==> src/design/pmt_pkg.sv <==
`timescale 1ns / 1ps
// ----------------------------------------------------------------------------
// pmt_pkg
// Shared types, character codes and result patterns for the movetext tokenizer.
// ----------------------------------------------------------------------------
package pmt_pkg;

   localparam logic [7:0] CHR_DOLLAR = 8'h24;
   localparam logic [7:0] CHR_LBRACE = 8'h7B;
   localparam logic [7:0] CHR_RBRACE = 8'h7D;
   localparam logic [7:0] CHR_LPAREN = 8'h28;
   localparam logic [7:0] CHR_RPAREN = 8'h29;
   localparam logic [7:0] CHR_BANG   = 8'h21;
   localparam logic [7:0] CHR_QUERY  = 8'h3F;
   localparam logic [7:0] CHR_DOT    = 8'h2E;
   localparam logic [7:0] CHR_SPACE  = 8'h20;
   localparam logic [7:0] CHR_TAB    = 8'h09;
   localparam logic [7:0] CHR_CR     = 8'h0D;
   localparam logic [7:0] CHR_ZERO   = 8'h30;
   localparam logic [7:0] CHR_NINE   = 8'h39;

   // game result patterns
   localparam int          NUM_PATTERNS = 4;
   localparam logic [1:0]  PAT_WHITE    = 2'd0;   // 1-0
   localparam logic [1:0]  PAT_BLACK    = 2'd1;   // 0-1
   localparam logic [1:0]  PAT_DRAW     = 2'd2;   // 1/2-1/2
   localparam logic [1:0]  PAT_OPEN     = 2'd3;   // *

   // queue status seen by the front and back
   typedef struct packed {
      logic full;
      logic has_token;
      logic head_ovf;
   } queue_status_type;

   function automatic logic [2:0] pattern_len(input logic [1:0] pat);
      logic [2:0] len;
      case (pat)
         PAT_WHITE: len = 3'd3;
         PAT_BLACK: len = 3'd3;
         PAT_DRAW:  len = 3'd7;
         PAT_OPEN:  len = 3'd1;
         default:   len = 3'd1;
      endcase
      return len;
   endfunction

   function automatic logic [7:0] pattern_char(input logic [1:0] pat, input logic [2:0] pos);
      logic [7:0] chr;
      chr = 8'h00;
      case (pat)
         PAT_WHITE: begin
            case (pos)
               3'd0:    chr = "1";
               3'd1:    chr = "-";
               3'd2:    chr = "0";
               default: chr = 8'h00;
            endcase
         end
         PAT_BLACK: begin
            case (pos)
               3'd0:    chr = "0";
               3'd1:    chr = "-";
               3'd2:    chr = "1";
               default: chr = 8'h00;
            endcase
         end
         PAT_DRAW: begin
            case (pos)
               3'd0:    chr = "1";
               3'd1:    chr = "/";
               3'd2:    chr = "2";
               3'd3:    chr = "-";
               3'd4:    chr = "1";
               3'd5:    chr = "/";
               3'd6:    chr = "2";
               default: chr = 8'h00;
            endcase
         end
         PAT_OPEN: begin
            case (pos)
               3'd0:    chr = "*";
               default: chr = 8'h00;
            endcase
         end
         default: chr = 8'h00;
      endcase
      return chr;
   endfunction

endpackage

==> src/design/pmt_front.sv <==
`timescale 1ns / 1ps
// ----------------------------------------------------------------------------
// pmt_front
// Byte intake: comment and variation tracking, token building and classification.
// ----------------------------------------------------------------------------
module pmt_front #(
   parameter int MAX_TOKEN = 16,
   parameter int IDX_W     = 4,
   parameter int CNT_W     = 5
) (
   input  logic                        clock,
   input  logic                        reset,
   input  logic                        req_tvalid,
   output logic                        req_tready,
   input  logic [7:0]                  req_tdata,   // [7:0] text_byte
   input  logic                        req_tlast,   // end_of_text
   input  pmt_pkg::queue_status_type   qstat,
   output logic                        wr_en,
   output logic [IDX_W-1:0]            wr_idx,
   output logic [7:0]                  wr_data,
   output logic                        push,
   output logic [CNT_W-1:0]            push_kept,
   output logic                        push_ovf
);

   localparam logic [1:0] CLS_EMPTY  = 2'd0;
   localparam logic [1:0] CLS_DIGITS = 2'd1;
   localparam logic [1:0] CLS_DOTS   = 2'd2;
   localparam logic [1:0] CLS_OTHER  = 2'd3;
   localparam logic [CNT_W-1:0] MAX_CNT = CNT_W'(MAX_TOKEN);

   logic                    comment_ff, comment_in;
   logic [7:0]              nest_ff, nest_in, nest_flush;
   logic [CNT_W-1:0]        count_ff, count_a;
   logic [CNT_W-1:0]        kept_ff, kept_a;
   logic                    ovf_ff, ovf_a;
   logic [1:0]              class_ff, class_a;
   logic [pmt_pkg::NUM_PATTERNS-1:0] match_ff, match_a, equal;
   logic                    dollar_ff, dollar_a;
   logic                    accept, delim, append, flush, keep;
   logic                    is_space, is_suffix, is_digit;
   logic [7:0]              b;

   assign b          = req_tdata;
   assign req_tready = !qstat.full;
   assign accept     = req_tvalid && req_tready;
   assign is_space   = (b == pmt_pkg::CHR_SPACE) ||
                       (b >= pmt_pkg::CHR_TAB && b <= pmt_pkg::CHR_CR);
   assign is_suffix  = (b == pmt_pkg::CHR_BANG) || (b == pmt_pkg::CHR_QUERY);
   assign is_digit   = (b >= pmt_pkg::CHR_ZERO) && (b <= pmt_pkg::CHR_NINE);

   always_comb begin
      comment_in = comment_ff;
      nest_in    = nest_ff;
      delim      = 1'b0;
      append     = 1'b0;
      if (comment_ff) begin
         if (b == pmt_pkg::CHR_RBRACE) begin
            comment_in = 1'b0;
         end
      end else if (b == pmt_pkg::CHR_LBRACE) begin
         delim      = 1'b1;
         comment_in = 1'b1;
      end else if (b == pmt_pkg::CHR_LPAREN) begin
         delim = 1'b1;
         if (nest_ff != 8'hFF) begin
            nest_in = nest_ff + 8'd1;
         end
      end else if (b == pmt_pkg::CHR_RPAREN) begin
         delim = 1'b1;
         if (nest_ff != 8'h00) begin
            nest_in = nest_ff - 8'd1;
         end
      end else if (is_space) begin
         delim = 1'b1;
      end else if (nest_ff == 8'h00) begin
         append = 1'b1;
      end
      // the end-of-text flush sees the depth before this byte
      nest_flush = delim ? nest_ff : nest_in;
   end

   // token state after this byte is appended
   always_comb begin
      count_a  = count_ff;
      kept_a   = kept_ff;
      ovf_a    = ovf_ff;
      class_a  = class_ff;
      match_a  = match_ff;
      dollar_a = dollar_ff;
      wr_en    = 1'b0;
      if (append) begin
         case (class_ff)
            CLS_EMPTY:  class_a = is_digit ? CLS_DIGITS : CLS_OTHER;
            CLS_DIGITS: class_a = is_digit ? CLS_DIGITS :
                                  ((b == pmt_pkg::CHR_DOT) ? CLS_DOTS : CLS_OTHER);
            CLS_DOTS:   class_a = (b == pmt_pkg::CHR_DOT) ? CLS_DOTS : CLS_OTHER;
            default:    class_a = CLS_OTHER;
         endcase
         for (int p = 0; p < pmt_pkg::NUM_PATTERNS; p++) begin
            match_a[p] = match_ff[p] &&
                         (count_ff < CNT_W'(pmt_pkg::pattern_len(2'(p)))) &&
                         (b == pmt_pkg::pattern_char(2'(p), count_ff[2:0]));
         end
         if (count_ff == '0) begin
            dollar_a = (b == pmt_pkg::CHR_DOLLAR);
         end
         if (count_ff < MAX_CNT) begin
            wr_en   = accept;
            count_a = count_ff + CNT_W'(1);
            if (!is_suffix) begin
               kept_a = count_ff + CNT_W'(1);
            end
         end else if (!is_suffix) begin
            ovf_a  = 1'b1;
            kept_a = MAX_CNT;
         end
      end
   end

   always_comb begin
      for (int p = 0; p < pmt_pkg::NUM_PATTERNS; p++) begin
         equal[p] = match_a[p] && (count_a == CNT_W'(pmt_pkg::pattern_len(2'(p))));
      end
   end

   assign flush = delim || req_tlast;
   assign keep  = (count_a != '0) && (nest_flush == 8'h00) &&
                  (class_a != CLS_DIGITS) && (class_a != CLS_DOTS) &&
                  !dollar_a && (equal == '0) && (kept_a != '0);

   assign wr_idx    = count_ff[IDX_W-1:0];
   assign wr_data   = b;
   assign push      = accept && flush && keep;
   assign push_kept = kept_a;
   assign push_ovf  = ovf_a;

   always_ff @(posedge clock) begin
      if (reset) begin
         comment_ff <= 1'b0;
         nest_ff    <= 8'h00;
         count_ff   <= '0;
         kept_ff    <= '0;
         ovf_ff     <= 1'b0;
         class_ff   <= CLS_EMPTY;
         match_ff   <= '1;
         dollar_ff  <= 1'b0;
      end else if (accept) begin
         comment_ff <= req_tlast ? 1'b0 : comment_in;
         nest_ff    <= req_tlast ? 8'h00 : nest_in;
         if (flush) begin
            count_ff  <= '0;
            kept_ff   <= '0;
            ovf_ff    <= 1'b0;
            class_ff  <= CLS_EMPTY;
            match_ff  <= '1;
            dollar_ff <= 1'b0;
         end else begin
            count_ff  <= count_a;
            kept_ff   <= kept_a;
            ovf_ff    <= ovf_a;
            class_ff  <= class_a;
            match_ff  <= match_a;
            dollar_ff <= dollar_a;
         end
      end
   end

endmodule

==> src/design/pmt_token_queue.sv <==
`timescale 1ns / 1ps
// ----------------------------------------------------------------------------
// pmt_token_queue
// Two-token buffer: character memory with one bank per token plus descriptors.
// ----------------------------------------------------------------------------
module pmt_token_queue #(
   parameter int IDX_W = 4,
   parameter int CNT_W = 5
) (
   input  logic                        clock,
   input  logic                        reset,
   input  logic                        wr_en,
   input  logic [IDX_W-1:0]            wr_idx,
   input  logic [7:0]                  wr_data,
   input  logic                        push,
   input  logic [CNT_W-1:0]            push_kept,
   input  logic                        push_ovf,
   input  logic                        pop,
   input  logic                        rd_en,
   input  logic [IDX_W-1:0]            rd_idx,
   output logic [7:0]                  rd_data,
   output logic [CNT_W-1:0]            head_kept,
   output pmt_pkg::queue_status_type   qstat
);

   localparam int MEM_DEPTH = 2 * (1 << IDX_W);

   logic [7:0]       mem [MEM_DEPTH];
   logic [7:0]       rd_data_ff;
   logic             wr_ptr_ff, rd_ptr_ff;
   logic [1:0]       fill_ff, fill_in;
   logic [CNT_W-1:0] kept_ff [2];
   logic             ovf_ff  [2];

   always_ff @(posedge clock) begin
      if (wr_en) begin
         mem[{wr_ptr_ff, wr_idx}] <= wr_data;
      end
   end

   always_ff @(posedge clock) begin
      if (rd_en) begin
         rd_data_ff <= mem[{rd_ptr_ff, rd_idx}];
      end
   end

   always_ff @(posedge clock) begin
      if (push) begin
         kept_ff[wr_ptr_ff] <= push_kept;
         ovf_ff[wr_ptr_ff]  <= push_ovf;
      end
   end

   always_comb begin
      fill_in = fill_ff;
      if (push && !pop) begin
         fill_in = fill_ff + 2'd1;
      end else if (pop && !push) begin
         fill_in = fill_ff - 2'd1;
      end
   end

   always_ff @(posedge clock) begin
      if (reset) begin
         wr_ptr_ff <= 1'b0;
         rd_ptr_ff <= 1'b0;
         fill_ff   <= 2'd0;
      end else begin
         if (push) begin
            wr_ptr_ff <= !wr_ptr_ff;
         end
         if (pop) begin
            rd_ptr_ff <= !rd_ptr_ff;
         end
         fill_ff <= fill_in;
      end
   end

   assign rd_data         = rd_data_ff;
   assign head_kept       = kept_ff[rd_ptr_ff];
   assign qstat.full      = (fill_ff == 2'd2);
   assign qstat.has_token = (fill_ff != 2'd0);
   assign qstat.head_ovf  = ovf_ff[rd_ptr_ff];

endmodule

==> src/design/pmt_back.sv <==
`timescale 1ns / 1ps
// ----------------------------------------------------------------------------
// pmt_back
// Token emitter: head token to output register, one character per cycle unless stalled.
// ----------------------------------------------------------------------------
module pmt_back #(
   parameter int IDX_W = 4,
   parameter int CNT_W = 5
) (
   input  logic                        clock,
   input  logic                        reset,
   input  pmt_pkg::queue_status_type   qstat,
   input  logic [CNT_W-1:0]            head_kept,
   input  logic [7:0]                  rd_data,
   output logic                        rd_en,
   output logic [IDX_W-1:0]            rd_idx,
   output logic                        pop,
   output logic                        rsp_tvalid,
   input  logic                        rsp_tready,
   output logic [7:0]                  rsp_tdata,   // [7:0] token_byte
   output logic                        rsp_tlast,   // token_end
   output logic                        rsp_tuser    // token_truncated
);

   logic [IDX_W-1:0] idx_ff, idx_in;
   logic             pend_ff, pend_in;
   logic             end_meta_ff, trunc_meta_ff;
   logic             valid_ff, valid_in;
   logic [7:0]       data_ff;
   logic             last_ff, trunc_ff;
   logic             slot_free, issue, last_chr, load;

   assign slot_free = !valid_ff || rsp_tready;
   // a new read goes out only if the previous one leaves the read register now
   assign issue     = qstat.has_token && (!pend_ff || slot_free);
   assign last_chr  = (CNT_W'(idx_ff) + CNT_W'(1)) == head_kept;
   assign load      = pend_ff && slot_free;

   assign rd_en  = issue;
   assign rd_idx = idx_ff;
   assign pop    = issue && last_chr;

   always_comb begin
      idx_in = idx_ff;
      if (issue) begin
         idx_in = last_chr ? '0 : idx_ff + IDX_W'(1);
      end
      pend_in  = issue || (pend_ff && !slot_free);
      valid_in = load || (valid_ff && !rsp_tready);
   end

   always_ff @(posedge clock) begin
      if (reset) begin
         idx_ff   <= '0;
         pend_ff  <= 1'b0;
         valid_ff <= 1'b0;
      end else begin
         idx_ff   <= idx_in;
         pend_ff  <= pend_in;
         valid_ff <= valid_in;
      end
   end

   always_ff @(posedge clock) begin
      if (issue) begin
         end_meta_ff   <= last_chr;
         trunc_meta_ff <= qstat.head_ovf;
      end
      if (load) begin
         data_ff  <= rd_data;
         last_ff  <= end_meta_ff;
         trunc_ff <= trunc_meta_ff;
      end
   end

   assign rsp_tvalid = valid_ff;
   assign rsp_tdata  = data_ff;
   assign rsp_tlast  = last_ff;
   assign rsp_tuser  = trunc_ff;

endmodule

==> src/design/pgn_movetext_tokenizer_core.sv <==
`timescale 1ns / 1ps
// ----------------------------------------------------------------------------
// pgn_movetext_tokenizer_core
// Chess movetext tokenizer: skips comments and variations, emits move tokens.
// ----------------------------------------------------------------------------
// intake: one byte per cycle; stalls only while two finished tokens wait to drain
// drain: a queued token's first character passes the read and output registers
// output: one character per cycle unless stalled, from the buffer's single read port
// reset: synchronous, clears depth, comment, token and queue state; no clearing pass
module pgn_movetext_tokenizer_core #(
   parameter int MAX_TOKEN = 16
) (
   input  logic        clock,
   input  logic        reset,
   input  logic        req_tvalid,
   output logic        req_tready,
   input  logic [7:0]  req_tdata,   // [7:0] text_byte
   input  logic        req_tlast,   // end_of_text
   output logic        rsp_tvalid,
   input  logic        rsp_tready,
   output logic [7:0]  rsp_tdata,   // [7:0] token_byte
   output logic        rsp_tlast,   // token_end
   output logic        rsp_tuser    // token_truncated
);

   localparam int IDX_W = $clog2(MAX_TOKEN);
   localparam int CNT_W = $clog2(MAX_TOKEN + 1);

   pmt_pkg::queue_status_type qstat;
   logic             wr_en, push, push_ovf, pop, rd_en;
   logic [IDX_W-1:0] wr_idx, rd_idx;
   logic [7:0]       wr_data, rd_data;
   logic [CNT_W-1:0] push_kept, head_kept;

   pmt_front #(
      .MAX_TOKEN (MAX_TOKEN),
      .IDX_W     (IDX_W),
      .CNT_W     (CNT_W)
   ) u_front (
      .clock      (clock),
      .reset      (reset),
      .req_tvalid (req_tvalid),
      .req_tready (req_tready),
      .req_tdata  (req_tdata),
      .req_tlast  (req_tlast),
      .qstat      (qstat),
      .wr_en      (wr_en),
      .wr_idx     (wr_idx),
      .wr_data    (wr_data),
      .push       (push),
      .push_kept  (push_kept),
      .push_ovf   (push_ovf)
   );

   pmt_token_queue #(
      .IDX_W (IDX_W),
      .CNT_W (CNT_W)
   ) u_queue (
      .clock     (clock),
      .reset     (reset),
      .wr_en     (wr_en),
      .wr_idx    (wr_idx),
      .wr_data   (wr_data),
      .push      (push),
      .push_kept (push_kept),
      .push_ovf  (push_ovf),
      .pop       (pop),
      .rd_en     (rd_en),
      .rd_idx    (rd_idx),
      .rd_data   (rd_data),
      .head_kept (head_kept),
      .qstat     (qstat)
   );

   pmt_back #(
      .IDX_W (IDX_W),
      .CNT_W (CNT_W)
   ) u_back (
      .clock      (clock),
      .reset      (reset),
      .qstat      (qstat),
      .head_kept  (head_kept),
      .rd_data    (rd_data),
      .rd_en      (rd_en),
      .rd_idx     (rd_idx),
      .pop        (pop),
      .rsp_tvalid (rsp_tvalid),
      .rsp_tready (rsp_tready),
      .rsp_tdata  (rsp_tdata),
      .rsp_tlast  (rsp_tlast),
      .rsp_tuser  (rsp_tuser)
   );

endmodule
==> config.mk <==
export PLATFORM = sky130hd
export DESIGN_NAME = pgn_movetext_tokenizer_core
export DESIGN_NICKNAME = d
export VERILOG_FILES = /design/src/design/pmt_pkg.sv /design/src/design/pmt_front.sv /design/src/design/pmt_token_queue.sv /design/src/design/pmt_back.sv /design/src/design/pgn_movetext_tokenizer_core.sv
export SDC_FILE = /design/constraint.sdc
export NUM_CORES = 1
export LEC_CHECK = 0
export BUFFER_PORTS_ARGS = -buffer_cell sky130_fd_sc_hd__buf_2
export CORE_MARGIN = 1
export CORE_UTILIZATION = 63
export DETAILED_ROUTE_END_ITERATION = 16
export GPL_ROUTABILITY_DRIVEN = 0
export GPL_TIMING_DRIVEN = 0
export PLACE_DENSITY = 0.8
export SLEW_MARGIN = 20
export SYNTH_ARGS = -nofsm -noshare
export SYNTH_HDL_FRONTEND = slang
export SYNTH_SLANG_ARGS = --single-unit
==> constraint.sdc <==
create_clock -name clock -period 4.7 [get_ports clock]
set_clock_uncertainty 0.2 [all_clocks]
set_input_delay 0.94 -clock clock [delete_from_list [all_inputs] [get_ports clock]]
set_output_delay 0.94 -clock clock [all_outputs]
set_load 0.03 [all_outputs]
== Word-level counts from Yosys, hierarchy flattened ==
Memories as Yosys holds them, arrays and structs flattened. A register that Yosys moved wholly into a read port is not among the register bits.
Cells that the tools add are included.

* Bits of input ports: 13
* Memories kept: 3
* Output and inout port bits: 12
* Register bits: 48
* Word-level logic and storage cells: 194
* Memory bits (writable): 268

* Muxes and demuxes: 68
* Magnitude comparators: 8
* Add/sub/neg operators: 7
* Eq/ne operators: 29
* Reduce and logical (&&, ||, !) cells: 61

{| class="wikitable"
|+ Memories
! memory !! words !! width !! read ports !! clocked after memory_dff !! wr ports !! RTL line !! source
|-
| u_queue.mem || 32 || 8 || 1 || 1 || 1 || pmt_token_queue.sv:28 || <nowiki>logic [7:0] mem [MEM_DEPTH];</nowiki>
|-
| u_queue.kept_ff || 2 || 5 || 1 || 1 || 1 || pmt_token_queue.sv:32 || <nowiki>logic [CNT_W-1:0] kept_ff [2];</nowiki>
|-
| u_queue.ovf_ff || 2 || 1 || 1 || 1 || 1 || pmt_token_queue.sv:33 || <nowiki>logic ovf_ff [2];</nowiki>
|}

{| class="wikitable"
|+ Operator list
! cell !! count
|-
| $mux W8 || 12
|-
| $eq A8 B6 Y1 const B || 7
|-
| $mux W5 || 8
|-
| $pmux W6 S3 || 2
|-
| $eq A8 B8 Y1 || 4
|-
| $mux W1 || 31
|-
| $logic_and A1 B1 Y1 || 30
|-
| $pmux W6 S4 || 1
|-
| $eq A8 B7 Y1 const B || 2
|-
| $logic_not A8 Y1 || 2
|-
| $lt A5 B3 Y1 || 3
|-
| $mux W2 || 6
|-
| $mux W4 || 3
|-
| $logic_not A1 Y1 || 10
|-
| $reduce_bool A5 Y1 || 2
|-
| $eq A3 B3 Y1 const B || 3
|-
| $mux W3 || 3
|-
| $add A8 B1 Y8 const B || 1
|-
| $ge A8 B4 Y1 const B || 1
|-
| $ge A8 B6 Y1 const B || 1
|-
| $le A8 B4 Y1 const B || 1
|-
| $le A8 B6 Y1 const B || 1
|-
| $ne A8 B8 Y1 const B || 1
|-
| $reduce_bool A8 Y1 || 1
|-
| 26 further kinds || 37
|}

== Longest topological paths before layout ==
Gate-level depths: netlist (run 1).

* Depth in word-level cells: 22
* Gate-level depth with buffers: 16
* Gate-level depth less buffers: 14

== Hierarchy ==
From an unflattened synthesis (run 1), not the netlist that was laid out.

* Cell total of the unflattened synthesis: 861
* Area, all modules: 14,132.3 um^2

{| class="wikitable"
|+ By module, submodules not included
! module !! area an instance (um^2) !! cells each !! instances !! seq. area each (um^2)
|-
| pmt_token_queue || 10,775.3 || 460 || 1 || 8,388.0
|-
| pmt_front || 2,608.8 || 349 || 1 || 540.5
|-
| pmt_back || 748.2 || 52 || 1 || 480.5
|}

== Worst setup path after synthesis (run 1) ==
No wires, ideal clock.

* Path type: input port to flip-flop
* From: input req_tdata[7]
* To: register u_queue.fill_ff[1]
* Setup time: 0.071 ns
* Stages: 12
* Required time: 4.429 ns
* Path buffers: 1
* Data arrival time: 3.753 ns
* Slack: 0.677 ns
* Path through: or4b_4 or4_4 nand4_4 buf_8 o211ai_1 a32o_1 a31oi_1 o21a_1 nor2_1 ha_1 or3_1 a21oi_1

* Word-level cells in the longest chain between the ends: 20
* Elaborated cells between the ends (all ways): 80
* Those cells by class: order compare: 4; eq/ne: 17; mux: 29; reduce/logical: 30

{| class="wikitable"
|+ Ends and longest elaborated chain
! item !! RTL line !! source
|-
| start, declared || pgn_movetext_tokenizer_core.sv:17 || <nowiki>input logic [7:0] req_tdata,</nowiki>
|-
| $ge A8 B4 Y1 or $le A8 B4 Y1 (tied branches) || pmt_front.sv:48 || <nowiki>(b >= pmt_pkg::CHR_TAB && b <= pmt_pkg::CHR_CR);</nowiki>
|-
| $logic_and A1 B1 Y1 || pmt_front.sv:48 ||
|-
| $logic_or A1 B1 Y1 || pmt_front.sv:47 || <nowiki>assign is_space = (b == pmt_pkg::CHR_SPACE) ||</nowiki>
|-
| $mux W1 || pmt_front.sv:74 || <nowiki>end else if (is_space) begin</nowiki>
|-
| $mux W1 || pmt_front.sv:69 || <nowiki>end else if (b == pmt_pkg::CHR_RPAREN) begin</nowiki>
|-
| $mux W1 || pmt_front.sv:64 || <nowiki>end else if (b == pmt_pkg::CHR_LPAREN) begin</nowiki>
|-
| $mux W1 || pmt_front.sv:61 || <nowiki>end else if (b == pmt_pkg::CHR_LBRACE) begin</nowiki>
|-
| $mux W1 || pmt_front.sv:57 || <nowiki>if (comment_ff) begin</nowiki>
|-
| [2 not listed] || n/a ||
|-
| $logic_and A1 B1 Y1 (2 in series) || pmt_front.sv:128 || <nowiki>assign keep = (count_a != '0) && (nest_flush == 8'h00) &&</nowiki>
|-
| $logic_and A1 B1 Y1 (2 in series) || pmt_front.sv:129 || <nowiki>(class_a != CLS_DIGITS) && (class_a != CLS_DOTS) &&</nowiki>
|-
| $logic_and A1 B1 Y1 (2 in series) || pmt_front.sv:130 || <nowiki>!dollar_a && (equal == '0) && (kept_a != '0);</nowiki>
|-
| $logic_and A1 B1 Y1 (*) || pmt_front.sv:134 || <nowiki>assign push = accept && flush && keep;</nowiki>
|-
| named net push || pgn_movetext_tokenizer_core.sv:30 || <nowiki>logic wr_en, push, push_ovf, pop, rd_en;</nowiki>
|-
| $logic_not A1 Y1 || pmt_token_queue.sv:58 || <nowiki>end else if (pop && !push) begin</nowiki>
|-
| $logic_and A1 B1 Y1 || pmt_token_queue.sv:58 ||
|-
| $reduce_bool A2 Y1 (no line) || n/a ||
|-
| end signal, assigned || pmt_token_queue.sv:75 || <nowiki>fill_ff <= fill_in;</nowiki>
|-
| end, declared || pmt_token_queue.sv:31 || <nowiki>logic [1:0] fill_ff, fill_in;</nowiki>
|}

The timed path passes the listed nets; every way through them passes the cells marked *.
A chain may end at the register's enable or synchronous reset.

== Final worst setup path (run 1) ==
* From: input req_tdata[5]
* To: memory u_queue.mem[1][3] (enable)

* Word-level cells in the longest chain between the ends: 11
* Elaborated cells between the ends (all ways): 16
* Those cells by class: order compare: 2; eq/ne: 4; mux: 8; reduce/logical: 2

{| class="wikitable"
|+ Ends and longest elaborated chain
! item !! RTL line !! source
|-
| $ge A8 B4 Y1 or $le A8 B4 Y1 (tied branches) || pmt_front.sv:48 ||
|-
| $logic_and A1 B1 Y1 || pmt_front.sv:48 ||
|-
| $logic_or A1 B1 Y1 || pmt_front.sv:47 ||
|-
| $mux W1 || pmt_front.sv:74 ||
|-
| $mux W1 || pmt_front.sv:69 ||
|-
| $mux W1 || pmt_front.sv:64 ||
|-
| $mux W1 (*) || pmt_front.sv:61 ||
|-
| $mux W1 (*) || pmt_front.sv:57 ||
|-
| $mux W1 (*) || pmt_front.sv:92 || <nowiki>if (append) begin</nowiki>
|-
| $mux W1 (*) || pmt_token_queue.sv:36 || <nowiki>if (wr_en) begin</nowiki>
|-
| $mux W1 (not written as such) (*) || pmt_token_queue.sv:37 || <nowiki>mem[{wr_ptr_ff, wr_idx}] <= wr_data;</nowiki>
|-
| end, declared || pmt_token_queue.sv:28 ||
|}

Mark *: on every way between the ends. The rest lies on a longest branch, timed or not.

==> results.md, run 1 <==
Run status:
- The flow ran to the end, and the final reports show no timing, DRC or antenna violations.

Floorplanning:
- The area of the die is between 20000 and 25000 sq um.
- The overall die height is around 150 um.
- 25 I/O pins were placed.
- The floorplan step defined a core boundary enclosing 21300 sq um.
- The floorplan has 53 rows.
- The die outline width is roughly 150 um.
- The effective utilization at floorplan is 65.2%.

Yosys:
- Yosys mapped the design onto 70 distinct sky130hd cell types.
- The synthesized area per cell is between 15 and 20 sq um.
- The share of Yosys cell area claimed by the top area cell type is roughly 62%.
- The count of warnings emitted by yosys is 0.
- The synthesized instance count is 849.
- By area the synthesized netlist is led by edfxtp_1 (62%), mux4_2 (13%), dfxtp_1 (5.5%), nor2_1 (2.4%), clkbuf_1 (1.0%).
- The cell with the most instances after synthesis is edfxtp_1.
- The post-synthesis net count is 872.
- After synthesis, the share of flip-flops with an asynchronous set or reset is 0%.
- The largest total area in the synthesized netlist belongs to edfxtp_1.
- Counting flops and latches in the post-synthesis netlist gives roughly 330.
- The most used flip-flop cell after synthesis is edfxtp_1.
- The register area share after synthesis is about 68%.
- Sorting the synthesized cells by how often they occur yields edfxtp_1 (288), nor2_1 (89), mux4_2 (80).
- The synthesized area is between 10000 and 15000 sq um.
- The number of flops mapped to enable cells by yosys is between 200 and 300.

Clocking:
- TritonCTS built the clock tree.
- The clock tree root driver cell is clkbuf_16.
- The number of buffers added for setup after CTS is 0.
- The number of sinks handled by clock tree synthesis is ~330.
- The number of H-tree branching levels is 1.
- The clock reaches the later pin of the worst-skew pair after between 0.5 and 0.6 ns.
- In this run, post-CTS hold repair placed 0 buffers.
- The clock-pin slew of the registers on the worst-case setup and hold paths is 0.07 ns.
- Counting the buffers created by CTS gives 30.
- The maximum root-to-sink buffer count is 3.

Placement:
- The HPWL after detailed placement is about 20 mm.
- The total of buffers placed on input and output ports is 24.
- The post-place setup slack is -0.319 ns.

STA:
- The total negative slack is 0 ns.
- The number of failing setup endpoints in the final timing report is 0.
- Measured against its own limit, the worst slew margin works out to ~30%.
- After layout, the minimum clock period comes to roughly 4.5 ns.
- The final critical-path setup slack is 0.197 ns.
- Setup repair after global routing left no endpoint under its margin.
- The final hold violation count came to 0.
- For the pin with the worst max-slew slack, the measured transition is about 1.0 ns.
- The final critical path takes up 95.8% of the cycle.
- The max-slew violation total from the final report is 0.
- The maximum operating frequency is 222 MHz.

Detailed routing:
- The post-detailed-route wirelength per cell is around 26 um.
- The initial DRC count is roughly 1100.
- The number of DRC violations after detailed routing is 0.
- The total vias in the final route is ~8200.
- After detailed routing, the total wire length is 31.7 mm.
- The number of search-and-repair iterations in the first detailed-routing pass is 5.
- The remaining antenna violation count after routing is 0.
- Dividing the detail-routed via count by the number of cells gives approximately 6.8.

Worst setup path:
- The kind of critical path is input port to flop.
- The critical path endpoint category is a flop.
- STA puts the critical path data required time at approximately 4.7 ns.
- The data arrival time of the critical path is between 4 and 5 ns.
- The category of the worst setup path launch point is an input port.
- The highest fanout seen on the critical path is 36.

Power and ir drop:
- Combinational logic is responsible for 11.4% of the overall power.
- The clock network is responsible for between 30% and 40% of the overall power.
- The sequential fraction of design power is 50.7%.
- The maximum vdd drop is ~0.00027 V.
- Summed over all cells, the static leakage comes to around 4.8 nW.
- In this run the power density over the cells is between 400 and 500 nW/um^2.
- Net switching is a little under a quarter of the power.
- The net switching power of the design is 1.53 mW.
- The design internal power is 4.86 mW.

Global route:
- The initial antenna violation count is 0.
- The number of global-route vias before repair was roughly 8000.
- The pin count of the biggest net entering global routing is 41.
- After global routing the overflow that remains totals 0.
- The global-route wire length before repair is 47.9 mm.
- The global router's overall resource usage is between 20% and 30%.

Layout:
- Compared with the post-synthesis result, the final layout area differs by 10.6%.
- Fill cells in the final layout number between 1000 and 1500.
- The multi-input gate area in the final layout is approximately 4200 sq um.
- The proportion of layout cells with a drive suffix above 1 is a little over a fifth.
- The antenna cell count is 0.
- Measured on the finished design, the core utilization comes to just over 70%.
- Across the whole layout, storage elements account for ~9400 sq um.
- The final layout contains 929 nets.

Hold path:
- In this run the worst hold path is classified as flop to flop.

Flow run:
- Max-cap violations in this run came to 0.
## worst paths after layout
check / startpoint / endpoint / slack (ns) / depth (start not counted)
worst max-delay path: req_tdata[5] / u_queue.mem[1][3] / 0.20 / 8
worst min-delay path: u_queue.rd_data[4] / u_back.rsp_tdata[4] / 0.22 / 0
worst max register to register: u_front.count_ff[0] / u_queue.fill_ff[1] / 0.30 / 15
worst min register to register: u_queue.rd_data[4] / u_back.rsp_tdata[4] / 0.22 / 0
## critical path, stage by stage
cell,delay [ns]
buf_2,0.53
clkbuf_1,0.43
nor4_1,0.10
nand4_1,0.29
nand2_1,0.09
nor4_1,0.73
nand2_1,0.54
nor2_1,0.80
## cell type report
class,count,area share [%]
multi-input cells,463,27.6
plain buffers,51,1.42
inverters,9,0.220
repair buffers,25,0.856
flip-flops and latches,326,61.3
clock buffers,34,4.99
clock inverters,22,1.34
well taps,275,2.24
## state kept, by name (all words and copies together), names as in the netlist, 2 cells and up, named ones only
name / flops
u_queue.mem: 256
u_front.count_ff: 5
u_back.rd_idx: 4
u_queue.rd_data: 8
u_front.kept_ff: 5
u_front.nest_ff: 8
u_queue.fill_ff: 2
u_queue.ovf_ff: 2
u_front.match_ff: 4
u_front.class_ff: 2
u_back.rsp_tdata: 8
u_queue.kept_ff: 10
## placed cells by master, fill, tap and decap left out, types with 10 or more instances in the layout
| cell type | synthesis | final |
|---|---|---|
| buf_2 | 5 | 29 |
| mux4_2 | 80 | 80 |
| o21ai_0 | 24 | 24 |
| ha_1 | 10 | 10 |
| clkbuf_16 | 0 | 30 |
| nor2_1 | 89 | 84 |
| dfxtp_1 | 38 | 38 |
| nor3_1 | 16 | 15 |
| nand2_1 | 36 | 36 |
| xnor2_1 | 12 | 12 |
| edfxtp_1 | 288 | 288 |
| a21oi_1 | 25 | 24 |
| clkbuf_1 | 38 | 41 |
| nand4_1 | 15 | 15 |
| nand3_1 | 16 | 16 |
| mux2_2 | 11 | 11 |
## power by group through the flow
stage	clock (mW)	sequential [mW]	combinational (mW)
floorplan	0	3.30	0.485
global placement	0	3.29	0.687
detailed placement	0	3.30	0.713
CTS	2.42	3.24	0.724
global route	2.53	3.24	0.775
finish	2.42	3.24	0.731
## metrics by stage
stage / cell area [sq um] / power (mW) / hold slack (ns) / cells
2_1_floorplan: 13900 / 3.79 / 0.200 / 849
3_3_place_gp: 14300 / 3.98 / 0.202 / 1148
3_5_place_dp: 14400 / 4.01 / 0.205 / 1149
4_1_cts: 15300 / 6.38 / 0.220 / 1205
5_1_grt: 15300 / 6.54 / 0.227 / 1205
6_report: 15300 / 6.39 / 0.221 / 1205
## routing by layer
metal	GRT usage (%)	share of wire, %
met3	4.70	8.6
met5	0	0
met4	9.60	2.6
met2	48.4	50
met1	40.2	39
## cell families (layout without fill, tap and decap cells)
| group | after synthesis | after routing | share of synthesized area, % |
|---|---|---|---|
| DFF | 326 | 326 | 67.8 |
| and+or+nand+nor | 230 | 230 | 8.48 |
| muxes | 102 | 102 | 14.7 |
| AOI/OAI and AO/OA | 100 | 100 | 4.98 |
| buffers and inverters | 60 | 141 | 1.80 |
| xor gates and xnor gates | 21 | 21 | 1.33 |
| adders and majority gates | 10 | 10 | 0.902 |
## what timing repair did
action,in CTS,in global routing
gates resized for setup,0,7
endpoints found under the hold margin,0,0
endpoints found under the setup margin,0,53
Note: power is estimated with default switching activity, not from simulation.
==> inputs of run 2 (changes only) <==
- SYNTH_HIERARCHICAL: default -> 1
==> run 2 against run 1 <==
Compared with the run above: cell area up 2.3%; via count down 0.34%; register-to-register slack worse by 0.32 ns; the run now ends with setup timing left; maximum frequency down 4.6%.
==> results.md, run 2 <==
Run status:
- The flow ran to the end, but the final reports show violations.
- The checks that failed: setup timing.

Layout:
- At the end of the flow, the number of nets in the layout was 944.
- Leaving out fill and tap cells, the most frequent cells in the layout are edfxtp_1 (288), mux4_2 (80), nor2_1 (74), dfxtp_1 (38), clkbuf_16 (31).
- The register with the most flip-flops in the layout has 256 of them.
- In the final layout, the multi-input gates occupy between 4000 and 5000 sq um.
- The most common cell after layout, fill and taps aside is edfxtp_1.
- Compared with the post-synthesis result, the final layout area differs by 11.1%.
- The final instance count without filler cells is ~1200.
- The post-route netlist has between 20% and 30% of its cells at a drive strength greater than 1.
- The largest registers in the layout are u_queue/mem: 256 flops, u_queue/kept_ff: 10 flops.
- The number of fillers in the final layout is approximately 1300.
- In the final layout, flip-flops and latches occupy between 9000 and 10000 sq um.
- Counting flops per register, the top entry is u_queue/mem.
- The antenna cell count is 0.

Global route:
- Summed over all layers, the global routing overflow is 0.
- The initial antenna violation count was 0.
- Entering global routing, the biggest net connects 33 pins.
- The number of global-route vias before repair is slightly below 8000.
- The first global-routing pass estimated approximately 46 mm of wire.
- The global router's overall resource usage is roughly 28%.

Clocking:
- Clock latency on the worst-skew pair, taken at its later pin, is ~0.56 ns.
- The number of clock buffers added by TritonCTS is 31.
- The number of H-tree branching levels is 1.
- The clock-pin slew of the registers on the worst-case setup and hold paths is roughly 0.06 ns.
- The longest clock path from root to sink contains 3 buffers.
- The clock tree root driver cell is clkbuf_16.
- Counting every sink on the clock net gives roughly 330.
- TritonCTS built the clock tree.

Yosys:
- The simple-gate area share of the yosys netlist is under 10%.
- Of the post-synthesis cell area, the dominant cell type holds between 60% and 70%.
- During synthesis, Yosys emitted a total of 6 warnings.
- After synthesis, the mean cell area works out to about 16 sq um.
- The register area share after synthesis is between 60% and 70%.
- The synthesized design spends more area on one cell type than any other, namely edfxtp_1.
- Yosys mapped the design onto 80 distinct sky130hd cell types.
- After synthesis, the share of flip-flops with an asynchronous set or reset is 0%.
- The post-synthesis net count is approximately 890.
- For this run, the leading register cell type out of synthesis is edfxtp_1.
- The XOR/XNOR share of the synthesized area is 1.18%.
- The mux contribution to synthesized area is 14.7%.
- The synthesized area is 14100 sq um.
- The fraction of the mapped netlist area in compound gates is between 5 and 6%.
- The count of state elements after synthesis is ~330.
- The commonest cells after synthesis are edfxtp_1 (288), mux4_2 (80), nor2_1 (76).
- The number of flops mapped to enable cells by yosys is about 290.
- After synthesis, the largest family of logic cells by area is multiplexers.
- The synthesized netlist devotes less than 1% of its cell area to adder and majority cells.
- The cell with the most instances after synthesis is edfxtp_1.
- By area the synthesized netlist is led by edfxtp_1 (61%), mux4_2 (13%), dfxtp_1 (5.4%), nor2_1 (2.0%), mux2_2 (1.3%).
- The synthesized instance count is between 800 and 900.

STA:
- The final hold violation count came to 0.
- The slew at the pin closest to its max-slew limit is approximately 0.96 ns.
- The worst max-slew margin expressed relative to the limit is 35.9%.
- The fraction of the cycle the final worst path needs is 100%.
- Setup repair after global routing could not meet its margin everywhere.
- Setup total negative slack on the finished layout was measured at -0.346 ns.
- The max-slew violation total from the final report is 0.
- For the finished layout, the period the worst path requires is about 4.7 ns.
- The maximum operating frequency is roughly 210 MHz.
- The number of failing setup endpoints in the final timing report is 21.
- The final critical-path setup slack is -0.0216 ns.

Detailed routing:
- The initial DRC count is between 900 and 1000.
- The number of vias per cell after detailed routing is between 6 and 7.
- After detailed routing, the number of remaining DRC violations is 0.
- The count of nets left with antenna violations once routing finished came out at 0.
- Wires add up to about 30 mm.
- Before antenna repair, the detailed router went through 7 iterations.
- The post-detailed-route wirelength per cell is between 20 and 30 um.
- The total vias in the final route is approximately 8000.

Power and ir drop:
- In this run the static leakage power is roughly 5 nW.
- The maximum vdd drop is between 0.0002 and 0.0003 V.
- The total power is 6.33 mW.
- The cell area power density is 403 nW/um^2.

Worst setup path:
- The worst setup path is captured at a flop.
- The kind of critical path is flop to flop.
- The category of the worst setup path launch point is a flop.
- The data required time at the worst endpoint is approximately 4.7 ns.
- The reg2reg setup slack is -0.02 ns.
- The highest fanout seen on the critical path is 8.
- The data arrival time of the critical path is 4.71 ns.

Placement:
- The post-place setup slack is -0.448 ns.
- Input and output buffers added on the ports amount to 23.
- Once placement completed, the tool counted placed cells totaling 1164.
- Summed over all nets, the half-perimeter wirelength after detailed placement is slightly below 20 mm.

Floorplanning:
- 25 I/O pins were placed.
- Row generation in the floorplan step produced between 50 and 60 rows.
- The die outline width is around 150 um.
- The placeable core area is 21900 sq um.
- The overall die height is between 150 and 200 um.
- The effective utilization at floorplan is between 60 and 70%.
- The die covers 23000 sq um.

Flow run:
- The max-cap check violation count is 0.

Hold path:
- The class of the worst hold path is flop to flop.
==> run 2: stage by stage <==
step | instance area (sq um) | hold WS [ns] | util [%]
finish | 15700 | 0.218 | 71.7
global route | 15700 | 0.237 | 71.7
CTS | 15700 | 0.220 | 71.5
detailed placement | 14600 | 0.205 | 66.7
global placement | 14600 | 0.202 | 66.7
floorplan | 14100 | 0.200 | -
==> run 2: routing by layer <==
metal  vias to the layer above  track usage [%]  part of all wire, %
met3                        46             4.01                  9.6
met5                         -                0                    0
li1                       3536                -                    -
met2                       442             43.0                   47
met1                      4122             41.1                   41
met4                         0             7.52                  2.0
==> run 2: cell type report <==
cell class	count	share of cell area (%)
Clock buffer	36	5.19
Inverter	18	0.430
Timing Repair Buffer	26	0.877
Multi-Input combinational cell	459	27.5
Tap cell	280	2.23
Clock inverter	22	1.54
Buffer	58	2.29
Sequential cell	326	59.9
==> run 2: final timing paths <==
check                              to               start  cells past startpoint
setup / recovery   u_queue/mem[16][2]  u_front/nest_ff[3]                     11
hold / removal    u_back/rsp_tdata[5]  u_queue/rd_data[5]                      0
setup reg to reg   u_queue/mem[16][2]  u_front/nest_ff[3]                     11
hold reg to reg   u_back/rsp_tdata[5]  u_queue/rd_data[5]                      0
==> run 2: report_power, final <==
part           switching [mW]  total (mW)  internal (mW)
combinational           0.324       0.549          0.224
sequential             0.0243        3.24           3.22
clock                    1.07        2.54           1.47
total                    1.42        6.33           4.91
==> run 2: timing repair <==
action | 4_1_cts | 5_1_grt
buffers inserted | 0 | 3
endpoints found under the setup margin | 8 | 59
pin swaps | 0 | 1
gates resized for setup | 1 | 3
hold buffers | 0 | 0
==> run 2: kinds of logic (layout without fill, tap and decap cells) <==
| logic type | after synthesis | in the layout |
|---|---|---|
| AOI/OAI and AO/OA | 108 | 108 |
| and+or+nand+nor | 216 | 216 |
| xor gates and xnor gates | 19 | 19 |
| adders and majority gates | 11 | 11 |
| DFF | 326 | 326 |
| buffers and inverters | 76 | 160 |
| muxes | 105 | 105 |
==> run 2: worst max-delay path: stages (launching register included) <==
cell      delay [ns]
dfxtp_1         0.38
or4_4           0.57
or4b_1          0.50
buf_2           0.18
nand2b_4        0.15
buf_6           0.16
nor2_1          0.29
nand2_1         0.13
nor2_1          0.27
or3b_2          0.48
clkbuf_1        0.34
nor2_1          0.71
